--- src/hw/rtl/swr_fifo.sv ---
`default_nettype none

module swr_fifo #(
  parameter int W = 16
) (
  input  wire logic         clk,
  input  wire logic         rst_n,
  input  wire logic         push,
  input  wire logic [W-1:0] din,
  output logic              full,
  input  wire logic         pop,
  output logic [W-1:0]      dout,
  output logic              empty
);

  logic [W-1:0] slot_r [2];
  logic         wr_ptr_r;
  logic         rd_ptr_r;
  logic [1:0]   count_r;
  logic         do_push;
  logic         do_pop;

  assign full    = (count_r == 2'd2);
  assign empty   = (count_r == 2'd0);
  assign do_push = push && !full;
  assign do_pop  = pop && !empty;
  assign dout    = slot_r[rd_ptr_r];

  always_ff @(posedge clk) begin
    if (!rst_n) begin
      wr_ptr_r <= 1'b0;
      rd_ptr_r <= 1'b0;
      count_r  <= 2'd0;
    end else begin
      if (do_push) begin
        wr_ptr_r <= !wr_ptr_r;
      end
      if (do_pop) begin
        rd_ptr_r <= !rd_ptr_r;
      end
      if (do_push && !do_pop) begin
        count_r <= count_r + 2'd1;
      end else if (do_pop && !do_push) begin
        count_r <= count_r - 2'd1;
      end
    end
  end

  always_ff @(posedge clk) begin
    if (do_push) begin
      slot_r[wr_ptr_r] <= din;
    end
  end

endmodule

`default_nettype wire

--- config.mk ---
export PLATFORM = sky130hd
export DESIGN_NAME = swr_fifo
export DESIGN_NICKNAME = d
export VERILOG_FILES = /design/src/hw/rtl/swr_fifo.sv
export SDC_FILE = /design/constraint.sdc
export NUM_CORES = 1
export LEC_CHECK = 0
export BUFFER_PORTS_ARGS = -buffer_cell sky130_fd_sc_hd__buf_2
export CAP_MARGIN = 20
export CORE_MARGIN = 2
export CORE_UTILIZATION = 42
export DETAILED_ROUTE_END_ITERATION = 10
export PLACE_DENSITY_LB_ADDON = 0.15
export SLEW_MARGIN = 20
export SYNTH_ARGS = -nofsm -noshare
export SYNTH_HDL_FRONTEND = slang
export SYNTH_SLANG_ARGS = --single-unit
--- constraint.sdc ---
create_clock -name clk -period 2.5 [get_ports clk]
set_clock_uncertainty 0.05 [all_clocks]
set_input_delay 0.5 -clock clk [delete_from_list [all_inputs] [get_ports clk]]
set_output_delay 0.5 -clock clk [all_outputs]
set_load 0.05 [all_outputs]
==> summary.md, run 1 <==
| Metric | Value |
|---|---|
| Status | `finished, final reports clean` |
| Dominant cell type by area after synthesis | `edfxtp_1` |
| Worst Path Arrival | `1.58 ns` |
| Cts repair resizes | `0` |
| Total Die Area | `around 0.0038 sq mm` |
| FF-to-FF setup slack | `a little under 0.9 ns` |
| Clock Sink Count | `37` |
| Via count of the first global-routing pass | `~730` |
| Power Density | `between 1000 and 1500 mW/mm^2` |
| RSZ-0062 raised after global routing | `no` |
| Clk pin slew, worst setup/hold paths | `0.09 ns` |
| Critical Path RT | `just under 2 ns` |
| Depth of the CTS H-tree | `2` |
| R2r startpoint | `count_r[0]` |
| Layout area overhead | `21.6%` |
| Final ANT Viol Nets | `0` |
| Hold Path Class | `in2reg` |
| Crit path max-delay family | `flip-flops` |
| Total Nets Final | `between 100 and 150` |
| Gpl congestion | `around 0.65` |
| Cells after Synth | `75` |
| Multi-input logic area | `307 sq um` |
| Final Max Tran Viols | `0` |
| Syn_nets | `96` |
| Share of cells above drive strength 1 | `0.521` |
| Register area | `roughly 0.0011 sq mm` |
| Initial core utilization | `0.447` |
| Drt total wl | `roughly 2000 microns` |
| Filler instances | `roughly 280` |
| CP Class | `reg2out` |
| Crit. End Element | `primary output` |
| GR Overflow Total | `0` |
| Vias | `between 700 and 800` |
| CTS tree | `built` |
| Area share of the largest cell type after synthesis | `0.693` |
| CTS Buffer Depth | `2` |
| CP Cell Sequence | `buf_4 -> mux2_2 -> buf_2` |
| DRT Pass-1 Iters | `4` |
| Final min period | `roughly 2.1 ns` |
| Source of the worst hold timing path | `din[12]` |
| Synth cell types | `21` |
| Hpwl dp | `1380 microns` |
| Skew-Pair Late Insertion Delay | `between 0.3 and 0.4 ns` |
| Max VDD drop | `between 0.4 and 0.5 mV` |
| CORE AREA | `0.00310 sq mm` |
| Hold Crit Endpoint | `slot_r[0][12]` |
| Yosys reg bits | `37` |
| First-pass GRT wire length | `about 2800 microns` |
| Synth area leaders | `edfxtp_1 69%, mux2_2 13%, dfxtp_1 7.2%` |
| Largest net degree at the start of global routing | `17` |
| Number of port buffers | `37` |
| Setup violators final | `0` |
| Non-filler cells, final | `165` |
| CTS Buf Count | `5` |
| CP max FO | `11` |
| Worst slew pin tran | `between 0.2 and 0.3 ns` |
| Ys Warns | `0` |
| Synth Area per Inst | `roughly 19 sq um` |
| Chip Width | `61.5 microns` |
| GRT Total Usage | `0.110` |
| Clock root buffer | `clkbuf_4` |
| I/O pin count | `38` |
| Post-Syn Area | `between 0.001 and 0.0015 sq mm` |
| CP max-delay cell | `dfxtp_1` |
| Max_cap viols | `0` |
| N_diodes | `0` |
| CP peak stage delay | `about 0.46 ns` |
| Drt drc | `0` |
| Lkg Pwr | `around 0.65 nW` |
| Nature of the critical path startpoint | `flop` |
| Seq/Total Area, Yosys | `0.765` |
| Slew HR | `0.831` |
| Vias per inst | `around 4.5` |
| Placed cell count | `approximately 160` |
| DIE HEIGHT | `61.5 microns` |
| Final hold violations | `0` |
| # hold bufs at CTS | `0` |
| FF-to-FF path depth | `6` |
| Final worst-path cycle share | `0.853` |
| Hold Crit Depth | `1` |
| Fin Setup TNS | `0 ns` |
| Post-CTS setup buffer count | `0` |
| Routed len/inst | `between 10 and 15 microns` |
| Initial antenna violation count | `0` |
| Std-Cell Rows | `20` |
| Fmax | `469 MHz` |
| CP bufs+invs | `2` |
| RR Endpoint | `count_r[1]` |
| Starting DRC count in detailed routing | `22` |
[through the flow]
stage                     total power [W]  area, sq um   util  hold slack, ns  setup slack, ns
final                             0.00188         1690  0.544           0.317            0.368
after global routing              0.00198         1690  0.544           0.289            0.259
after CTS                         0.00190         1690  0.544           0.305            0.325
after detailed placement          0.00163         1640  0.528           0.457            0.685
after global placement            0.00162         1640  0.528           0.454            0.705
after floorplan                   0.00147         1390      -           0.433            0.671
[registers in the layout (all words and copies together), names as in the netlist, named ones only]
| signal | flops |
|---|---|
| slot_r | 32 |
| count_r | 2 |
| rd_ptr_r | 1 |
| wr_ptr_r | 1 |
[placed cells by master, fill, tap and decap left out]
master,n
buf_2,37
edfxtp_1,32
mux2_2,16
dfxtp_1,5
clkbuf_4,5
and2_1,3
clkbuf_1,3
buf_4,3
nor2_1,2
xnor2_1,2
inv_1,1
nand2b_1,1
inv_2,1
o21ai_1,1
and3_1,1
nor3_2,1
a21boi_0,1
o21a_1,1
xor2_1,1
o21ai_0,1
or3_1,1
a21boi_1,1
ha_1,1
[per-layer routing]
layer  track usage  vias up  share of wire
met2         0.186       25           0.50
li1              -      370              -
met5             0        -              0
met1         0.111      349           0.41
met3        0.0504        4          0.066
met4        0.0638        0          0.018
[cell usage after synthesis]
cell type and n:
o21a_1 1, edfxtp_1 32, or3_1 1, buf_2 1, nor3_2 1, a21boi_0 1, xor2_1 1, nand2b_1 1
nor2_1 2, inv_1 1, and2_1 3, and3_1 1, xnor2_1 2, dfxtp_1 5, o21ai_1 1, a21boi_1 1
inv_2 1, buf_4 1, ha_1 1, mux2_2 16, o21ai_0 1
[where the power goes]
part           switching [W]  leakage (nW)  internal, W
registers          0.0000447         0.340     0.000781
clock network       0.000161        0.0265     0.000112
logic               0.000536         0.281     0.000242
[cell families (layout without fill, tap and decap cells)]
family / after synthesis / count (layout) / synth area share
compound gates: 5 / 5 / 0.0234
xor+xnor: 3 / 3 / 0.0189
fa+ha+maj: 1 / 1 / 0.00902
buf+inv: 4 / 50 / 0.0144
flops: 37 / 37 / 0.765
mux: 16 / 16 / 0.130
simple gates: 9 / 9 / 0.0397
[worst max-delay path by stage]
stage | from | slack, ns | end | depth (start not counted)
detailed placement | flop | 0.68 | dout[2] | 3
global route | flop | 0.26 | dout[2] | 3
finish | flop | 0.37 | dout[2] | 3
CTS | flop | 0.32 | dout[2] | 3
floorplan | count_r[0] | 0.67 | slot_r[0][0] | 3
global placement | flop | 0.70 | dout[2] | 3
[cell type report]
type / count / area share
Sequential cell: 37 / 0.629
Multi-Input combinational cell: 34 / 0.182
Timing Repair Buffer: 40 / 0.123
Tap cell: 44 / 0.0326
Clock buffer: 8 / 0.0289
Inverter: 2 / 0.00445
(Power assumes the default switching activity.)
==> run 2, diff against run 1 <==
Settings changed: CORE_UTILIZATION 42 to 54, CTS_CLUSTER_DIAMETER set to 150.
==> run 2 against run 1 <==
Non-clock buffer count decreased by 1. Total power increased by 12%. Core utilization increased by 16 points. Die area decreased by 21%. Clock power increased by 81%. Global-route usage increased by 4.0 points. Combinational power decreased by 0.6%. Via count increased by 0.53%. Flip-flop and latch count unchanged. Critical path depth unchanged. Worst hold slack got worse by 0.017 ns. Cell count decreased by 9.1%.
==> summary.md, run 2 (synthesis gave the netlist of run 1 again) <==
| Metric | Value |
|---|---|
| I/O pin count | `38` |
| Post-CTS setup buffer count | `0` |
| Gpl congestion | `between 0.6 and 0.7` |
| Clock Sink Count | `37` |
| Clk pin slew, worst setup/hold paths | `~0.11 ns` |
| Clock root buffer | `clkbuf_4` |
| Source of the worst hold timing path | `din[10]` |
| Power Density | `~1200 mW/mm^2` |
| GR Overflow Total | `0` |
| Final hold violations | `0` |
| GRT Total Usage | `0.150` |
| Number of port buffers | `37` |
| Skew-Pair Late Insertion Delay | `~0.33 ns` |
| Total Nets Final | `140` |
| Slew HR | `0.476` |
| Final worst-path cycle share | `0.890` |
| Vias per inst | `about 5` |
| Final Max Tran Viols | `0` |
| Via count of the first global-routing pass | `just under 700` |
| Layout area overhead | `23.6%` |
| Vias | `around 750` |
| Setup violators final | `0` |
| Nature of the critical path startpoint | `flop` |
| Biggest regs | `slot_r x32, count_r x2` |
| Max VDD drop | `between 0.9 and 1 mV` |
| CP max FO | `9` |
| DRT Pass-1 Iters | `3` |
| Worst Path Arrival | `around 1.7 ns` |
| CTS Buffer Depth | `2` |
| R2r startpoint | `count_r[0]` |
| Share of power burned in registers | `0.397` |
| Clock share of power | `0.235` |
| RSZ-0062 raised after global routing | `no` |
| Critical Path RT | `a little under 2 ns` |
| Chip Width | `between 50 and 60 microns` |
| Cts repair resizes | `0` |
| Routed len/inst | `13.5 microns` |
| Depth of the CTS H-tree | `2` |
| # hold bufs at CTS | `0` |
| CORE AREA | `between 0.002 and 0.0025 sq mm` |
| Hold Crit Depth | `1` |
| Total Die Area | `0.00299 sq mm` |
| Initial antenna violation count | `0` |
| Fmax | `around 450 MHz` |
| Largest net degree at the start of global routing | `18` |
| Hpwl dp | `1410 microns` |
| Hold Crit Endpoint | `slot_r[0][10]` |
| Comb power frac | `0.368` |
| Worst slew pin tran | `roughly 0.79 ns` |
| Psw | `0.000771 W` |
| Drt drc | `0` |
| Commonest non-fill, non-tap cell in the layout | `buf_2` |
| Starting DRC count in detailed routing | `12` |
| Hold Path Class | `in2reg` |
| Final min period | `2.23 ns` |
| Design internal power | `roughly 0.0013 W` |
| DIE HEIGHT | `~55 microns` |
| Placed cell count | `142` |
| Net Sw Frac | `0.367` |
| Share of cells above drive strength 1 | `0.542` |
| CTS tree | `built` |
| N_diodes | `0` |
| First-pass GRT wire length | `between 2000 and 3000 microns` |
| Commonest non-fill, non-tap cells in the layout | `37 x buf_2, 32 x edfxtp_1, 16 x mux2_2, 5 x dfxtp_1, 5 x clkbuf_4` |
| Largest register FFs | `32` |
| Lkg Pwr | `~0.67 nW` |
| Fin Setup TNS | `0 ns` |
| FF-to-FF path depth | `2` |
| Max_cap viols | `0` |
| Most flops, register | `slot_r` |
| RR Endpoint | `slot_r[1][0]` |
| CP Class | `reg2out` |
| Final ANT Viol Nets | `0` |
| Non-filler cells, final | `150` |
| Drt total wl | `approximately 2000 microns` |
| Std-Cell Rows | `18` |
| CTS Buf Count | `5` |
| FF-to-FF setup slack | `0.78 ns` |
| Crit. End Element | `primary output` |
| Initial core utilization | `0.565` |
| Status | `finished, final reports clean` |
-- run 2: power by group through the flow --
stage	combinational (W)	clock (W)	sequential (W)
after floorplan	0.000645	0	0.000823
after global placement	0.000769	0	0.000843
after detailed placement	0.000779	0	0.000849
after CTS	0.000782	0.000504	0.000835
after global routing	0.000812	0.000529	0.000846
final	0.000773	0.000495	0.000833
-- run 2: worst max-delay path by stage --
| stage | slack (ns) | to | depth (start not counted) |
|---|---|---|---|
| floorplan | 0.67 | slot_r[0][0] | 3 |
| global placement | 0.67 | dout[1] | 3 |
| detailed placement | 0.63 | dout[8] | 3 |
| CTS | 0.25 | dout[14] | 3 |
| global route | 0.18 | dout[3] | 3 |
| finish | 0.27 | dout[14] | 3 |
-- run 2: final cells by class --
cell class              instances  area, sq um
well taps                      30         37.5
repair buffers                 39          200
fillers                       178          739
inverters                       2         7.51
flip-flops and latches         37         1060
clock inverters                 3         65.1
multi-input cells              34          307
clock buffers                   5         37.5
-- run 2: layer usage --
metal,global-route usage,up-vias,routed length (microns)
met1,0.174,344,854
met5,0,-,0
met4,0.0625,0,20
met3,0.0765,2,155
met2,0.234,27,992
li1,-,379,-
-- run 2: stage by stage --
step | power (W) | hold slack, ns | utilization | setup slack [ns] | area [sq um]
CTS | 0.00212 | 0.289 | 0.699 | 0.248 | 1720
detailed placement | 0.00163 | 0.462 | 0.657 | 0.635 | 1610
finish | 0.00210 | 0.300 | 0.699 | 0.274 | 1720
global route | 0.00219 | 0.281 | 0.699 | 0.178 | 1720
global placement | 0.00161 | 0.451 | 0.657 | 0.670 | 1610
floorplan | 0.00147 | 0.433 | - | 0.671 | 1390
-- run 2: worst max-delay path, cell delays in order, from the launching register on --
cell and delay [ns]:
dfxtp_1 0.54, buf_4 0.25, mux2_2 0.34, buf_2 0.21
